--- src/design/rrts_pkg.sv ---
// Shared types and constants for the round-robin task scheduler.
`default_nettype none
package rrts_pkg;
    typedef enum logic [2:0] {
        ST_FREE    = 3'd0,
        ST_READY   = 3'd1,
        ST_RUNNING = 3'd2,
        ST_BLOCKED = 3'd3,
        ST_DEAD    = 3'd4
    } slot_state_t;

    localparam logic [2:0] OP_CREATE = 3'd0;
    localparam logic [2:0] OP_TICK   = 3'd1;
    localparam logic [2:0] OP_YIELD  = 3'd2;
    localparam logic [2:0] OP_KILL   = 3'd3;
    localparam logic [2:0] OP_SIGNAL = 3'd4;

    localparam logic [4:0] SIG_KILL = 5'd9;
    localparam logic [4:0] SIG_CONT = 5'd18;
    localparam logic [4:0] SIG_STOP = 5'd19;

    localparam logic [0:0] CFG_TIME_SLICE = 1'd0;
    localparam logic [0:0] CFG_ENABLED    = 1'd1;
endpackage
`default_nettype wire

--- src/design/round_robin_task_scheduler_unit.sv ---
// Round-robin time-slice task scheduler, top level.
// Rejected requests, and a tick or yield with nothing to do, go straight to the result;
// a create scans for the lowest free slot, writes it, and links it in after the head.
// Ring walks (lookup, reap, pick) read one entry at a time; the worst case is a kill of the
// running task found last. One request at a time, the next one accepted in the cycle
// after the result is taken. Reset frees all slots, clears control state.
`default_nettype none
module round_robin_task_scheduler_unit #(
    parameter int TASK_SLOTS   = 16,
    parameter int SIGNAL_COUNT = 32
) (
    input  wire logic        clk,
    input  wire logic        rst_n,
    input  wire logic        cfg_we,
    input  wire logic [0:0]  cfg_index,
    input  wire logic [15:0] cfg_data,
    input  wire logic        in_valid,
    output logic             in_ready,
    input  wire logic [2:0]  operation,
    input  wire logic [15:0] target_pid,
    input  wire logic [4:0]  signal_number,
    input  wire logic        handler_ignores,
    output logic             out_valid,
    input  wire logic        out_ready,
    output logic             status,
    output logic [15:0]      result_pid,
    output logic             switched,
    output logic [15:0]      running_pid,
    output logic             running_valid
);
    localparam int SW = (TASK_SLOTS > 1) ? $clog2(TASK_SLOTS) : 1;
    localparam int CW = $clog2(TASK_SLOTS + 1);
    localparam int PW = SIGNAL_COUNT;

    typedef enum logic [4:0] {
        S_IDLE, S_FREE_SCAN, S_CREATE_RD, S_CREATE_WR, S_CREATE_LINK,
        S_FIND_RD, S_FIND_CHK, S_SIG_ACT,
        S_TICK_RD, S_TICK_CHK,
        S_REAP_RD, S_REAP_CHK, S_REAP_END,
        S_PICK_START, S_PICK_RD, S_PICK_CHK, S_PICK_NEXT,
        S_SWITCH, S_SWPID,
        S_DONE
    } fsm_t;

    // slot states live in flops (reset to free); payload in memories
    rrts_pkg::slot_state_t state_reg [TASK_SLOTS];
    logic [15:0]   pid_mem   [TASK_SLOTS];
    logic [SW-1:0] next_mem  [TASK_SLOTS];
    logic [15:0]   slice_mem [TASK_SLOTS];
    logic [PW-1:0] pend_mem  [TASK_SLOTS];

    logic [15:0]   pid_rd_reg, slice_rd_reg;
    logic [SW-1:0] next_rd_reg;
    logic [PW-1:0] pend_rd_reg;

    fsm_t          fsm_reg;
    logic [15:0]   time_slice_reg;
    logic          enabled_reg;
    logic [SW-1:0] head_reg, run_reg;
    logic          nonempty_reg;
    logic [15:0]   pid_cnt_reg;
    logic [CW-1:0] live_reg;
    logic [15:0]   run_pid_reg;

    logic [2:0]    op_reg;
    logic [15:0]   tpid_reg;
    logic [4:0]    sig_reg;
    logic          ign_reg;

    logic [SW-1:0] cur_reg, new_reg, last_kept_reg, first_kept_reg, start_reg;
    logic          any_kept_reg;
    logic [CW-1:0] cnt_reg;
    logic          st_reg, sw_reg;
    logic [15:0]   rpid_reg;

    // memory port control (single read address, single write per memory)
    logic [SW-1:0] rd_addr;
    logic          rd_en;
    logic          pid_we, next_we, slice_we, pend_we;
    logic [SW-1:0] pid_wa, next_wa, slice_wa, pend_wa;
    logic [15:0]   pid_wd, slice_wd;
    logic [SW-1:0] next_wd;
    logic [PW-1:0] pend_wd;

    logic          table_full;
    logic          sig_bad;

    always_ff @(posedge clk)
    begin
        if (rd_en)
        begin
            pid_rd_reg   <= pid_mem[rd_addr];
            next_rd_reg  <= next_mem[rd_addr];
            slice_rd_reg <= slice_mem[rd_addr];
            pend_rd_reg  <= pend_mem[rd_addr];
        end
        if (pid_we) pid_mem[pid_wa] <= pid_wd;
        if (slice_we) slice_mem[slice_wa] <= slice_wd;
        if (pend_we) pend_mem[pend_wa] <= pend_wd;
        if (next_we) next_mem[next_wa] <= next_wd;
    end

    function automatic logic runnable(rrts_pkg::slot_state_t s);
        return (s == rrts_pkg::ST_READY) || (s == rrts_pkg::ST_RUNNING);
    endfunction

    assign in_ready      = (fsm_reg == S_IDLE);
    assign out_valid     = (fsm_reg == S_DONE);
    assign status        = st_reg;
    assign result_pid    = rpid_reg;
    assign switched      = sw_reg;
    assign running_pid   = nonempty_reg ? run_pid_reg : 16'd0;
    assign running_valid = nonempty_reg;

    assign table_full = (live_reg >= CW'(TASK_SLOTS));
    assign sig_bad    = (operation == rrts_pkg::OP_SIGNAL)
                        && ((signal_number == 5'd0) || (int'(signal_number) >= SIGNAL_COUNT));

    always_comb
    begin
        rd_en    = 1'b0;
        rd_addr  = cur_reg;
        pid_we   = 1'b0;
        pid_wa   = new_reg;
        pid_wd   = pid_cnt_reg;
        slice_we = 1'b0;
        slice_wa = new_reg;
        slice_wd = time_slice_reg;
        pend_we  = 1'b0;
        pend_wa  = new_reg;
        pend_wd  = '0;
        next_we  = 1'b0;
        next_wa  = new_reg;
        next_wd  = new_reg;
        case (fsm_reg)
            S_CREATE_RD:
            begin
                rd_en   = 1'b1;
                rd_addr = head_reg;
            end
            S_CREATE_WR:
            begin
                pid_we   = 1'b1;
                slice_we = 1'b1;
                pend_we  = 1'b1;
                next_we  = 1'b1;
                // insert after head: new slot takes the head's old successor
                if (nonempty_reg)
                    next_wd = next_rd_reg;
            end
            S_CREATE_LINK:
            begin
                next_we = 1'b1;
                next_wa = head_reg;
                next_wd = new_reg;
            end
            S_FIND_RD, S_REAP_RD, S_PICK_CHK:
                rd_en = 1'b1;
            S_TICK_RD:
            begin
                rd_en   = 1'b1;
                rd_addr = run_reg;
            end
            S_TICK_CHK:
            begin
                slice_we = 1'b1;
                slice_wa = run_reg;
                slice_wd = (slice_rd_reg != 16'd0) ? slice_rd_reg - 16'd1 : 16'd0;
            end
            S_SIG_ACT:
            begin
                pend_wa = cur_reg;
                pend_wd = pend_rd_reg | (PW'(1) << sig_reg);
                pend_we = (op_reg == rrts_pkg::OP_SIGNAL)
                          && (sig_reg != rrts_pkg::SIG_KILL)
                          && (sig_reg != rrts_pkg::SIG_STOP)
                          && (sig_reg != rrts_pkg::SIG_CONT)
                          && !ign_reg;
            end
            S_REAP_CHK:
            begin
                // relink previous kept slot to this one
                if (!(state_reg[cur_reg] == rrts_pkg::ST_DEAD && cur_reg != run_reg)
                    && any_kept_reg)
                begin
                    next_we = 1'b1;
                    next_wa = last_kept_reg;
                    next_wd = cur_reg;
                end
            end
            S_REAP_END:
            begin
                if (any_kept_reg)
                begin
                    next_we = 1'b1;
                    next_wa = last_kept_reg;
                    next_wd = first_kept_reg;
                end
            end
            S_PICK_START:
            begin
                rd_en   = 1'b1;
                rd_addr = run_reg;
            end
            S_SWITCH:
            begin
                slice_we = 1'b1;
                slice_wa = run_reg;
                rd_en    = 1'b1;
            end
            S_SWPID:
            begin
                slice_we = 1'b1;
                slice_wa = cur_reg;
            end
            default: ;
        endcase
    end

    always_ff @(posedge clk or negedge rst_n)
    begin
        if (!rst_n)
        begin
            fsm_reg        <= S_IDLE;
            time_slice_reg <= 16'd10;
            enabled_reg    <= 1'b0;
            head_reg       <= '0;
            run_reg        <= '0;
            nonempty_reg   <= 1'b0;
            pid_cnt_reg    <= '0;
            live_reg       <= '0;
            run_pid_reg    <= '0;
            op_reg         <= '0;
            tpid_reg       <= '0;
            sig_reg        <= '0;
            ign_reg        <= 1'b0;
            cur_reg        <= '0;
            new_reg        <= '0;
            last_kept_reg  <= '0;
            first_kept_reg <= '0;
            start_reg      <= '0;
            any_kept_reg   <= 1'b0;
            cnt_reg        <= '0;
            st_reg         <= 1'b0;
            sw_reg         <= 1'b0;
            rpid_reg       <= '0;
            for (int i = 0; i < TASK_SLOTS; i++) state_reg[i] <= rrts_pkg::ST_FREE;
        end
        else
        begin
            if (cfg_we)
            begin
                if (cfg_index == rrts_pkg::CFG_TIME_SLICE) time_slice_reg <= cfg_data;
                else if (cfg_index == rrts_pkg::CFG_ENABLED) enabled_reg <= cfg_data[0];
            end
            case (fsm_reg)
                S_IDLE:
                if (in_valid)
                begin
                    op_reg       <= operation;
                    tpid_reg     <= target_pid;
                    sig_reg      <= signal_number;
                    ign_reg      <= handler_ignores;
                    sw_reg       <= 1'b0;
                    rpid_reg     <= '0;
                    cnt_reg      <= '0;
                    any_kept_reg <= 1'b0;
                    cur_reg      <= (operation == rrts_pkg::OP_CREATE) ? '0 : head_reg;
                    case (operation)
                        rrts_pkg::OP_CREATE:
                        begin
                            st_reg  <= table_full;
                            fsm_reg <= table_full ? S_DONE : S_FREE_SCAN;
                        end
                        rrts_pkg::OP_TICK:
                        begin
                            st_reg  <= 1'b0;
                            fsm_reg <= (enabled_reg && nonempty_reg) ? S_TICK_RD : S_DONE;
                        end
                        rrts_pkg::OP_YIELD:
                        begin
                            st_reg  <= 1'b0;
                            fsm_reg <= (enabled_reg && nonempty_reg) ? S_REAP_RD : S_DONE;
                        end
                        rrts_pkg::OP_KILL, rrts_pkg::OP_SIGNAL:
                        begin
                            st_reg  <= sig_bad || !nonempty_reg;
                            fsm_reg <= (sig_bad || !nonempty_reg) ? S_DONE : S_FIND_RD;
                        end
                        default:
                        begin
                            st_reg  <= 1'b1;
                            fsm_reg <= S_DONE;
                        end
                    endcase
                end
                S_FREE_SCAN:
                begin
                    if (state_reg[cur_reg] == rrts_pkg::ST_FREE)
                    begin
                        new_reg <= cur_reg;
                        fsm_reg <= S_CREATE_RD;
                    end
                    else if (cur_reg == SW'(TASK_SLOTS - 1))
                    begin
                        st_reg  <= 1'b1;
                        fsm_reg <= S_DONE;
                    end
                    else cur_reg <= cur_reg + SW'(1);
                end
                S_CREATE_RD: fsm_reg <= S_CREATE_WR;
                S_CREATE_WR:
                begin
                    rpid_reg    <= pid_cnt_reg;
                    pid_cnt_reg <= pid_cnt_reg + 16'd1;
                    live_reg    <= live_reg + CW'(1);
                    if (!nonempty_reg)
                    begin
                        state_reg[new_reg] <= rrts_pkg::ST_RUNNING;
                        head_reg     <= new_reg;
                        run_reg      <= new_reg;
                        run_pid_reg  <= pid_cnt_reg;
                        nonempty_reg <= 1'b1;
                        fsm_reg      <= S_DONE;
                    end
                    else
                    begin
                        state_reg[new_reg] <= rrts_pkg::ST_READY;
                        fsm_reg <= S_CREATE_LINK;
                    end
                end
                S_CREATE_LINK: fsm_reg <= S_DONE;
                S_FIND_RD: fsm_reg <= S_FIND_CHK;
                S_FIND_CHK:
                begin
                    cnt_reg <= cnt_reg + CW'(1);
                    if (pid_rd_reg == tpid_reg)
                    begin
                        if (state_reg[cur_reg] == rrts_pkg::ST_DEAD)
                        begin
                            st_reg  <= 1'b1;
                            fsm_reg <= S_DONE;
                        end
                        else fsm_reg <= S_SIG_ACT;
                    end
                    else if (next_rd_reg == head_reg || cnt_reg == CW'(TASK_SLOTS - 1))
                    begin
                        st_reg  <= 1'b1;
                        fsm_reg <= S_DONE;
                    end
                    else
                    begin
                        cur_reg <= next_rd_reg;
                        fsm_reg <= S_FIND_RD;
                    end
                end
                S_SIG_ACT:
                begin
                    if (op_reg == rrts_pkg::OP_KILL || sig_reg == rrts_pkg::SIG_KILL)
                    begin
                        state_reg[cur_reg] <= rrts_pkg::ST_DEAD;
                        if (cur_reg == run_reg && enabled_reg)
                        begin
                            cur_reg <= head_reg;
                            cnt_reg <= '0;
                            fsm_reg <= S_REAP_RD;
                        end
                        else fsm_reg <= S_DONE;
                    end
                    else
                    begin
                        fsm_reg <= S_DONE;
                        if (sig_reg == rrts_pkg::SIG_STOP)
                            state_reg[cur_reg] <= rrts_pkg::ST_BLOCKED;
                        else if (sig_reg == rrts_pkg::SIG_CONT || !ign_reg)
                        begin
                            if (state_reg[cur_reg] == rrts_pkg::ST_BLOCKED)
                                state_reg[cur_reg] <= rrts_pkg::ST_READY;
                        end
                    end
                end
                S_TICK_RD: fsm_reg <= S_TICK_CHK;
                S_TICK_CHK:
                if (slice_rd_reg <= 16'd1)
                begin
                    cur_reg <= head_reg;
                    cnt_reg <= '0;
                    fsm_reg <= S_REAP_RD;
                end
                else fsm_reg <= S_DONE;
                S_REAP_RD: fsm_reg <= S_REAP_CHK;
                S_REAP_CHK:
                begin
                    cnt_reg <= cnt_reg + CW'(1);
                    if (state_reg[cur_reg] == rrts_pkg::ST_DEAD && cur_reg != run_reg)
                    begin
                        state_reg[cur_reg] <= rrts_pkg::ST_FREE;
                        if (live_reg != '0) live_reg <= live_reg - CW'(1);
                    end
                    else
                    begin
                        if (!any_kept_reg) first_kept_reg <= cur_reg;
                        any_kept_reg  <= 1'b1;
                        last_kept_reg <= cur_reg;
                    end
                    if (next_rd_reg == head_reg || cnt_reg == CW'(TASK_SLOTS - 1))
                        fsm_reg <= S_REAP_END;
                    else
                    begin
                        cur_reg <= next_rd_reg;
                        fsm_reg <= S_REAP_RD;
                    end
                end
                S_REAP_END:
                if (!any_kept_reg)
                begin
                    nonempty_reg <= 1'b0;
                    fsm_reg      <= S_DONE;
                end
                else
                begin
                    head_reg <= first_kept_reg;
                    fsm_reg  <= S_PICK_START;
                end
                S_PICK_START: fsm_reg <= S_PICK_RD;
                S_PICK_RD:
                begin
                    // next_rd_reg holds the successor of the running slot
                    start_reg <= next_rd_reg;
                    cur_reg   <= next_rd_reg;
                    cnt_reg   <= '0;
                    fsm_reg   <= S_PICK_CHK;
                end
                S_PICK_CHK:
                begin
                    cnt_reg <= cnt_reg + CW'(1);
                    if (runnable(state_reg[cur_reg]))
                    begin
                        if (cur_reg == run_reg) fsm_reg <= S_DONE;
                        else fsm_reg <= S_SWITCH;
                    end
                    else fsm_reg <= S_PICK_NEXT;
                end
                S_PICK_NEXT:
                if (next_rd_reg == start_reg || cnt_reg == CW'(TASK_SLOTS))
                    fsm_reg <= S_DONE;
                else
                begin
                    cur_reg <= next_rd_reg;
                    fsm_reg <= S_PICK_CHK;
                end
                S_SWITCH:
                begin
                    if (state_reg[run_reg] == rrts_pkg::ST_RUNNING)
                        state_reg[run_reg] <= rrts_pkg::ST_READY;
                    state_reg[cur_reg] <= rrts_pkg::ST_RUNNING;
                    run_reg <= cur_reg;
                    sw_reg  <= 1'b1;
                    fsm_reg <= S_SWPID;
                end
                S_SWPID:
                begin
                    run_pid_reg <= pid_rd_reg;
                    fsm_reg     <= S_DONE;
                end
                S_DONE:
                if (out_ready) fsm_reg <= S_IDLE;
                default: fsm_reg <= S_IDLE;
            endcase
        end
    end
endmodule
`default_nettype wire

--- config.mk ---
export PLATFORM = sky130hd
export DESIGN_NAME = round_robin_task_scheduler_unit
export DESIGN_NICKNAME = d
export VERILOG_FILES = /design/src/design/rrts_pkg.sv /design/src/design/round_robin_task_scheduler_unit.sv
export SDC_FILE = /design/constraint.sdc
export NUM_CORES = 1
export LEC_CHECK = 0
export BUFFER_PORTS_ARGS = -buffer_cell sky130_fd_sc_hd__buf_2
export CORE_MARGIN = 2
export CORE_UTILIZATION = 55
export DETAILED_ROUTE_END_ITERATION = 10
export GPL_TIMING_DRIVEN = 0
export HOLD_SLACK_MARGIN = 0.03
export PLACE_DENSITY = 0.74
export SETUP_SLACK_MARGIN = 0.5
export SYNTH_ARGS = -nofsm -noshare
export SYNTH_HDL_FRONTEND = slang
export SYNTH_SLANG_ARGS = --single-unit
export TNS_END_PERCENT = 1
--- constraint.sdc ---
create_clock -name clk -period 4.6 [get_ports clk]
set_clock_uncertainty 0.1 [all_clocks]
set_input_delay 0.92 -clock clk [delete_from_list [all_inputs] [get_ports clk]]
set_output_delay 0.92 -clock clk [all_outputs]
set_load 0.005 [all_outputs]
Word level (Yosys, flattened, before mapping) --
Memories as Yosys holds them, arrays and structs flattened. A register that Yosys moved wholly into a read port is not among the register bits. Cells that the tools add are included.
Cells by class: shifts and indexed selects 0, divide/modulo/power cells 0, multiplexer cells 108, order comparisons 8, bitwise logic cells 29, add/sub/neg operators 6, equality and inequality tests 61, $mul 0, reduce and logical (&&, ||, !) cells 62
Operator list (count):
- 48-bit 2-to-1 mux | 8
- 32-bit bitwise AND | 6
- 32-bit NOT | 6
- 48-bit one-hot mux with 4 select lines | 1
- 5-bit 2-to-1 mux | 24
- 16-bit bitwise OR | 6
- 5-bit one-hot mux with 19 select lines | 1
- 16-bit 2-to-1 mux | 5
- 4-bit 2-to-1 mux | 17
- 16-bit one-hot mux with 2 select lines | 2
- 5-bit by 4-bit == test with 1-bit output (second input constant) | 10
- 48-bit bitwise AND | 1
- 48-bit NOT | 1
- 3-bit demux with 4-bit select | 3
- 5-bit == test (second input constant) | 7
- 32-bit bitwise OR | 1
- 4-bit one-hot mux with 2 select lines | 4
- 4-bit one-hot mux with 8 select lines | 1
- 2-bit inequality test (second input constant) | 15
- 5-bit one-hot mux with 5 select lines | 1
- 3-bit binary-select mux with 4-bit select | 2
- 3-bit 2-to-1 mux | 8
- 4-bit one-hot mux with 3 select lines | 2
- 5-bit by 3-bit == test with 1-bit output (second input constant) | 4
- 51 further kinds | 138
Word-level totals: bits of input ports 47, memories kept 3, latch bits 0, word-level logic and storage cells 316, flip-flop bits (word level) 185, ROM bits 0, bits in writable memories 576
Memory list:
- pid_mem | depth 16, bits a word 16, rd ports 1, clocked after Yosys merged registers in 1, write ports 1, RTL line round_robin_task_scheduler_unit.sv:47 | logic [15:0] pid_mem [TASK_SLOTS];
- slice_mem | depth 16, bits a word 16, rd ports 1, clocked after Yosys merged registers in 1, write ports 1, RTL line round_robin_task_scheduler_unit.sv:49 | logic [15:0] slice_mem [TASK_SLOTS];
- next_mem | depth 16, bits a word 4, rd ports 1, clocked after Yosys merged registers in 1, write ports 1, RTL line round_robin_task_scheduler_unit.sv:48 | logic [SW-1:0] next_mem [TASK_SLOTS];

Logic depth before layout (Yosys ltp) --
Gate-level depths: netlist of run 1.
depth after elaboration 12, depth in mapped cells 12

Worst setup path before layout of run 1 --
No wires, ideal clock.
path type register to register, start point register fsm_reg[1], end point register next_rd_reg[0] (read register of next_mem) (enable), slack 0.349 ns, cell stages (with the launch flop) 7, setup time 0.479 ns, data required time 4.021 ns, clock period less this slack 4.251 ns, data arrival time 3.672 ns, cell sequence dfrtp_1 > clkbuf_1 > clkbuf_1 > nor2_1 > nor3_1 > a31oi_1 > o21ai_0
On the way: word-level cells in the longest chain between the ends 3, elaborated cells on any way between the ends 11, those cells by class eq/ne: 7; mux: 2; reduce/logical: 2
RTL lines:
- from (decl) | RTL line round_robin_task_scheduler_unit.sv:56 | fsm_t fsm_reg;
- from (signal assigned) | RTL line round_robin_task_scheduler_unit.sv:273 | fsm_reg <= table_full ? S_DONE : S_FREE_SCAN;
- from (signal assigned) | RTL line round_robin_task_scheduler_unit.sv:278 | fsm_reg <= (enabled_reg && nonempty_reg) ? S_TICK_RD : S_DONE;
- from (signal assigned) | RTL line round_robin_task_scheduler_unit.sv:283 | fsm_reg <= (enabled_reg && nonempty_reg) ? S_REAP_RD : S_DONE;
- 5-bit == test, or another cell as far along | RTL line round_robin_task_scheduler_unit.sv:135 | case (fsm_reg)
- 7-bit OR reduction (no line) (*)
- 1-bit 2-to-1 mux (*) | RTL line round_robin_task_scheduler_unit.sv:135
- named net rd_en | RTL line round_robin_task_scheduler_unit.sv:78 | logic rd_en;
- to (decl) | RTL line round_robin_task_scheduler_unit.sv:53 | logic [SW-1:0] next_rd_reg;
The timed path passes the listed nets; every way through them passes the cells marked *. A chain may end at the register's enable or synchronous reset.

Worst setup path in the final report of run 1 --
start point register fsm_reg[3], end point memory slice_mem[15][8] (enable)
On the way: word-level cells in the longest chain between the ends 5, elaborated cells on any way between the ends 10, those cells by class eq/ne: 4; mux: 4; reduce/logical: 2
RTL lines:
- 5-bit == test, or another cell as far along | RTL line round_robin_task_scheduler_unit.sv:135
- 4-bit OR reduction (no line)
- 1-bit 2-to-1 mux | RTL line round_robin_task_scheduler_unit.sv:135
- 1-bit 2-to-1 mux | RTL line round_robin_task_scheduler_unit.sv:98 | if (slice_we) slice_mem[slice_wa] <= slice_wd;
- 1-bit 2-to-1 mux (not written as such) | RTL line round_robin_task_scheduler_unit.sv:98
- to (decl) | RTL line round_robin_task_scheduler_unit.sv:49
Several ways; a longest one is shown, not always the timed one.

==> results of run 1 <==
## kinds of logic after synthesis
logic type	synth area share, %
buf+inv	2.15
flops	63.0
mux	18.0
simple gates	8.17
xor+xnor	1.63
fa+ha+maj	0.535
compound gates	6.49
## layout by cell type, fill, tap and decap left out, types with 29 or more instances in the layout
master,n
edfxtp_1,612
mux2i_1,561
nand2_1,207
dfrtp_1,183
buf_2,125
clkbuf_1,93
nor2_1,93
clkbuf_16,82
nand3_1,73
o21ai_0,69
mux2_2,54
a21oi_1,52
nor3_1,42
xnor2_1,39
o211ai_1,33
inv_1,32
xor2_1,29
and2_1,29
## layer usage
layer | track usage, % | up-vias | routed length (um)
met4 | 13.6 | 4 | 4700
met5 | 0 | - | 23
met3 | 4.66 | 244 | 7930
met2 | 51.5 | 1161 | 51500
li1 | - | 10500 | -
met1 | 41.3 | 12000 | 42200
## area by class of cell
cell class                 count  area (sq um)  area share (%)
buffer                       149           661            1.60
multi-input combinational   1665         12800            31.1
sequential                   797         23000            55.7
clock buffer                 101          2150            5.22
inverter                      35           135           0.327
timing repair buffer         108           893            2.16
clock inverter                51           523            1.27
tap                          864          1080            2.62
## where the power goes
| group | switching [mW] | internal (mW) |
|---|---|---|
| combinational | 7.82 | 4.64 |
| sequential | 0.991 | 9.39 |
| clock | 2.88 | 3.76 |
| total | 11.7 | 17.8 |
## synth_stat cells, types with 17 or more instances
library cell and n:
xnor2_1 39, nor2_1 114, buf_1 17, a21oi_1 52, o211ai_1 33, o22ai_1 17
nand3_1 73, mux2i_1 561, and3_1 18, a31oi_1 21, and2_1 29, buf_2 45
xor2_1 29, nand2_1 207, edfxtp_1 612, dfrtp_1 183, nor3_1 45, o21ai_0 84
mux2_2 54, nand2b_1 18, clkbuf_1 81, inv_1 33
## worst paths after layout
kind / end / slack, ns / cells past startpoint
worst max-delay path: slice_mem[15][8] / 0.36 / 10
worst min-delay path: live_reg[4] / 0.23 / 1
worst max register to register: slice_mem[15][8] / 0.36 / 10
worst min register to register: op_reg[2] / 0.38 / 2
max in group asynchronous: run_pid_reg[7] / 3.15 / 2
min in group clk: op_reg[2] / 0.38 / 2
## per-stage QoR
stage | TNS [ns] | util [%]
2_1_floorplan | 0 | -
3_3_place_gp | -303.07 | 57.8
3_5_place_dp | 0 | 58.6
4_1_cts | 0 | 62.8
5_1_grt | 0 | 62.8
6_report | 0 | 62.8
## what timing repair did
item / 4_1_cts / 5_1_grt
gates resized for setup: 11 / 6
buffers inserted: 0 / 0
hold endpoints to repair: 0 / 0
setup endpoints to repair: 324 / 369
==> impl_results.md, run 1 <==
* Post-synthesis sequential element count at about 800
* Net count, final at 2900
* Leakage power at around 16 nW
* Post-Place Setup Slack at ~0.037 ns
* Length of the first detailed-routing pass in iterations at 8
* Fillers at approximately 4900
* Initial Utilization at between 50% and 60%
* Worst-path fanout max at 10
* Number of buffers created by CTS at ~80
* Slew @ Worst Pin at about 1.2 ns
* Worst Path Buf+Inv at 4
* Aggregate global routing overflow at 0
* Leading registers by flop count: pid_mem x256, slice_mem x256, next_mem x64
* Area delta synth->final at 13.1%
* Total instance count after detailed placement at around 3600
* Hold-fix buffer count after cts at 0
* Placer's final routability congestion estimate at around 0.97
* Die area at 68500 sq um
* Crit path launch: fsm_reg[3]
* Cell chosen for the clock root: clkbuf_16
* Number of antenna violations at the first check in global routing at 2
* Cell mode on critical path: nand2_1
* X dimension of the die at 262 um
* Kind of end point of the critical path: flop
* Maximum clock frequency at 236 MHz
* Number of placed I/O pins at 84
* Remaining number of nets flagged by the antenna check after routing at 0
* Vertical extent of the die at around 260 um
* Total setup violations reported at the end of the flow at 0
* IR drop worst, VDD at ~0.38 mV
* Worst setup slack after layout at between 0.3 and 0.4 ns
* Total number of vias at approximately 24000
* Post-synth EDFFs at between 600 and 700
* Floorplan Core Area at roughly 66000 sq um
* First-pass GRT wire length at around 150000 um
* Filler-free cell count of the finished design at 3770
* Placed Instance Area at roughly 39000 sq um
* Number of library cell types mapped by synthesis at 86
* Cell types occupying the most area after synthesis: edfxtp_1 (50%), mux2i_1 (15%), dfrtp_1 (13%)
* Area of the mapped netlist at around 37000 sq um
* Proportion of layout cells with a drive suffix above 1 at between 10% and 20%
* Biggest cell delay along the critical path at roughly 0.76 ns
* Post-synth net total at approximately 2700
* Arrival time at the worst endpoint at around 4.5 ns
* Clock transition at the registers of the reported paths at around 0.07 ns
* Max transition margin at 16.0%
* Row cnt at 94
* Vias per std cell at 6.35
* FFs w/ async S/R, synth at 23.2%
* Max-cap violation count at 0
* Classification of the worst setup path: flop to flop
* Setup repair after global routing missed its margin: yes
* Top-area cell type share of the netlist area at approximately 50%
* Design Power at 29.5 mW
* Result of the run: finished, final reports clean
* Worst path top cell family by delay: simple AND/OR/NAND/NOR gates
* Final worst path period share at between 90% and 100%
* Skew-Pair Late Insertion Delay at ~0.64 ns
* Total wire length after detailed routing at 106000 um
* Dominant cell type by area after synthesis: edfxtp_1
* CTS Buffer Depth at 3
* Tightest Hold Check Type: input port to asynchronous set/reset pin
* Cell-by-cell listing of the critical path: buf_2, or3_1, clkbuf_1, nor2_1, clkbuf_1, nand2_1, nand2_1, nand2_1, nor2_2, buf_8
* Detailed-route DRC error count at 0
* Endpoints failing hold at 0
* WL/cell at 28.2 um
* HPWL after detailed placement at ~73000 um
* PortBufs at between 80 and 90
* Area of all placed cells without fillers at just over 40000 sq um
* Fraction of the yosys area taken by sequential cells at around 63%
* Clock tree from TritonCTS: yes
* Gate count after technology mapping at around 2600
* Dominant register cell in the synthesized netlist: edfxtp_1
* Level count of the clock H-tree at 3
* Type of origin of the critical path: flop
* Number of DRC markers after the initial detailed-route iteration at between 2000 and 3000
* Synthesis Warnings at 0
* Required @ worst endpoint at roughly 4.8 ns
* Synthesized area per cell at between 10 and 15 sq um
* Via count of the first global-routing pass at approximately 24000
* Total power divided by cell area at 714 nW/um^2
* Worst hold margin at between 0.2 and 0.25 ns
* Global-route total usage across every layer at a little under a third
* Final max-slew violation count at 0
* Final critical-path required period at 4.24 ns
* Reg-to-Reg Start: fsm_reg[3]
* Standard cell with the maximum stage delay on the critical path: nor2_1
* Largest net degree at the start of global routing at 97
* Antenna diode count at 0
* Total number of clock tree sinks at around 800
Note: power is estimated with default switching activity, not from simulation.
==> run 2: changes to the inputs <==
CORE_UTILIZATION = 45   (was 55)
PLACE_DENSITY = default   (was 0.74)
==> run 2 against run 1 <==
Total power rose by 1.6%. Fmax shrank 3.5%. Global-route usage is 4.5 points lower. Highest routed layer is now met4. Sequential share of layout area shrank 0.86 points. Critical path type unchanged.
==> impl_results.md, run 2 (same netlist as run 1, synthesis figures left out) <==
* Result of the run: finished, final reports clean
* Worst setup slack after layout at around 0.21 ns
* Skew-Pair Late Insertion Delay at 0.65 ns
* Reg-to-Reg Start: cur_reg[1]
* Die area at ~83000 sq um
* Area of all placed cells without fillers at approximately 42000 sq um
* Number of placed I/O pins at 84
* Final max-slew violation count at 0
* Net count, final at between 2000 and 3000
* Area delta synth->final at 14.8%
* Level count of the clock H-tree at 3
* Row cnt at roughly 100
* Initial Utilization at 45.4%
* Hold-fix buffer count after cts at 0
* Kind of end point of the critical path: flop
* Slew @ Worst Pin at approximately 1.3 ns
* Total wire length after detailed routing at approximately 110000 um
* Worst-path fanout max at 10
* Length of the first detailed-routing pass in iterations at 5
* Aggregate global routing overflow at 0
* Max transition margin at approximately 10%
* Total number of clock tree sinks at 797
* HPWL after detailed placement at 78400 um
* Commonest non-fill, non-tap cell in the layout: edfxtp_1
* Detailed-route DRC error count at 0
* Number of buffers created by CTS at 85
* Required @ worst endpoint at ~4.8 ns
* Via count of the first global-routing pass at roughly 24000
* Arrival time at the worst endpoint at 4.55 ns
* Vias per std cell at around 6.0
* Maximum clock frequency at around 230 MHz
* Placer's final routability congestion estimate at 0.977
* Worst setup endpoint: next_mem[6][0]
* Placed Instance Area at 38900 sq um
* Endpoints failing hold at 0
* Register-to-register path setup slack at between 0.2 and 0.25 ns
* Final critical-path required period at about 4.4 ns
* IR drop worst, VDD at 0.498 mV
* Setup repair after global routing missed its margin: yes
* Antenna diode count at 0
* First-pass GRT wire length at between 150000 and 200000 um
* X dimension of the die at 289 um
* Classification of the worst setup path: flop to flop
* Max-cap violation count at 0
* Vertical extent of the die at between 200 and 300 um
* Largest net degree at the start of global routing at 95
* Final worst path period share at 95.5%
* Cell chosen for the clock root: clkbuf_16
* Worst Reg2Reg Path Length in Cells at 10
* Clock transition at the registers of the reported paths at 0.07 ns
* Share of the core filled with cells in the final layout at 52.1%
* Post-Place Setup Slack at -0.00100 ns
* Leading registers by flop count: pid_mem x256, slice_mem x256, next_mem x64
* Total setup violations reported at the end of the flow at 0
* WL/cell at ~28 um
* Tightest Hold Check Type: input port to asynchronous set/reset pin
* Floorplan Core Area at roughly 80000 sq um
* Highest-count cells in the layout ignoring fill and taps: edfxtp_1 (612), mux2i_1 (561), nand2_1 (207)
* Total number of vias at ~24000
* Type of origin of the critical path: flop
* Total power divided by cell area at 714 nW/um^2
* R2r endpoint: next_mem[6][0]
* Leakage power at about 17 nW
* Global-route total usage across every layer at 26.7%
* Proportion of layout cells with a drive suffix above 1 at between 10% and 20%
* CTS Buffer Depth at 3
* Crit path launch: cur_reg[1]
* Remaining number of nets flagged by the antenna check after routing at 0
* PortBufs at 81
* Clock tree from TritonCTS: yes
* Number of antenna violations at the first check in global routing at 0
* Number of DRC markers after the initial detailed-route iteration at between 2000 and 2500
## run 2: cell types whose count changed in the layout (fill, tap and decap cells not counted), moves of 4 or more
cell	before	now
inv_6	6	1
clkbuf_16	82	86
clkbuf_8	3	13
clkinv_1	21	6
nor2_4	4	12
buf_4	7	11
buf_8	14	5
buf_16	9	17
clkinv_2	6	21
nor2_2	17	10
## run 2: worst min path at each step
stage	depth (start not counted)	startpoint	end
2_1_floorplan	2	op_reg[1]	op_reg[1]
3_3_place_gp	2	switched	switched
3_5_place_dp	2	op_reg[1]	op_reg[1]
4_1_cts	1	rst_n	asynchronous set/reset pin
5_1_grt	1	rst_n	asynchronous set/reset pin
6_report	1	rst_n	asynchronous set/reset pin
## run 2: metal layers
metal	up-vias	GRT usage, %	wire (um)
met2	924	44.1	53700
met5	-	0	0
met3	236	3.38	6350
met1	12100	36.0	46900
met4	0	10.5	4240
li1	10500	-	-
## run 2: cell type report
type | count | area (sq um)
clock inverters | 46 | 479
fillers | 6740 | 38500
flip-flops and latches | 797 | 23000
repair buffers | 113 | 1050
inverters | 35 | 139
plain buffers | 149 | 658
clock buffers | 114 | 2390
well taps | 1060 | 1330
multi-input cells | 1665 | 12900
## run 2: critical path, cell delays in order, from the launching register on
cell and delay (ns):
dfrtp_1 0.56, buf_6 0.24, buf_2 0.35, mux4_2 0.40, nand2_2 0.12, nand4_4 0.17, or3_4 0.47, and2_1 0.17
buf_6 0.13, a221o_1 0.49, nor3_1 0.79
## run 2: power by group
part           leakage, nW  total, mW  switching, mW  internal [mW]
sequential            8.02       10.4           1.00           9.39
clock                 1.40       6.96           2.97           3.98
combinational         7.14       12.6           7.92           4.68
total                 16.6       29.9           11.9           18.0
## run 2: what timing repair did
action                     in CTS  in global routing
setup endpoints to repair     369                420
resized for setup              16                 12
setup buffers                   0                  1
pin swaps                       0                  1
## run 2: per-stage QoR
stage	power [mW]	hold slack (ns)	TNS, ns	instances
2_1_floorplan	18.3	0.342	0	2646
3_3_place_gp	22.6	0.359	-328.36	3787
3_5_place_dp	22.9	0.368	-0.00312	3818
4_1_cts	30.0	0.208	0	3978
5_1_grt	31.2	0.237	0	3979
6_report	29.9	0.166	0	3979
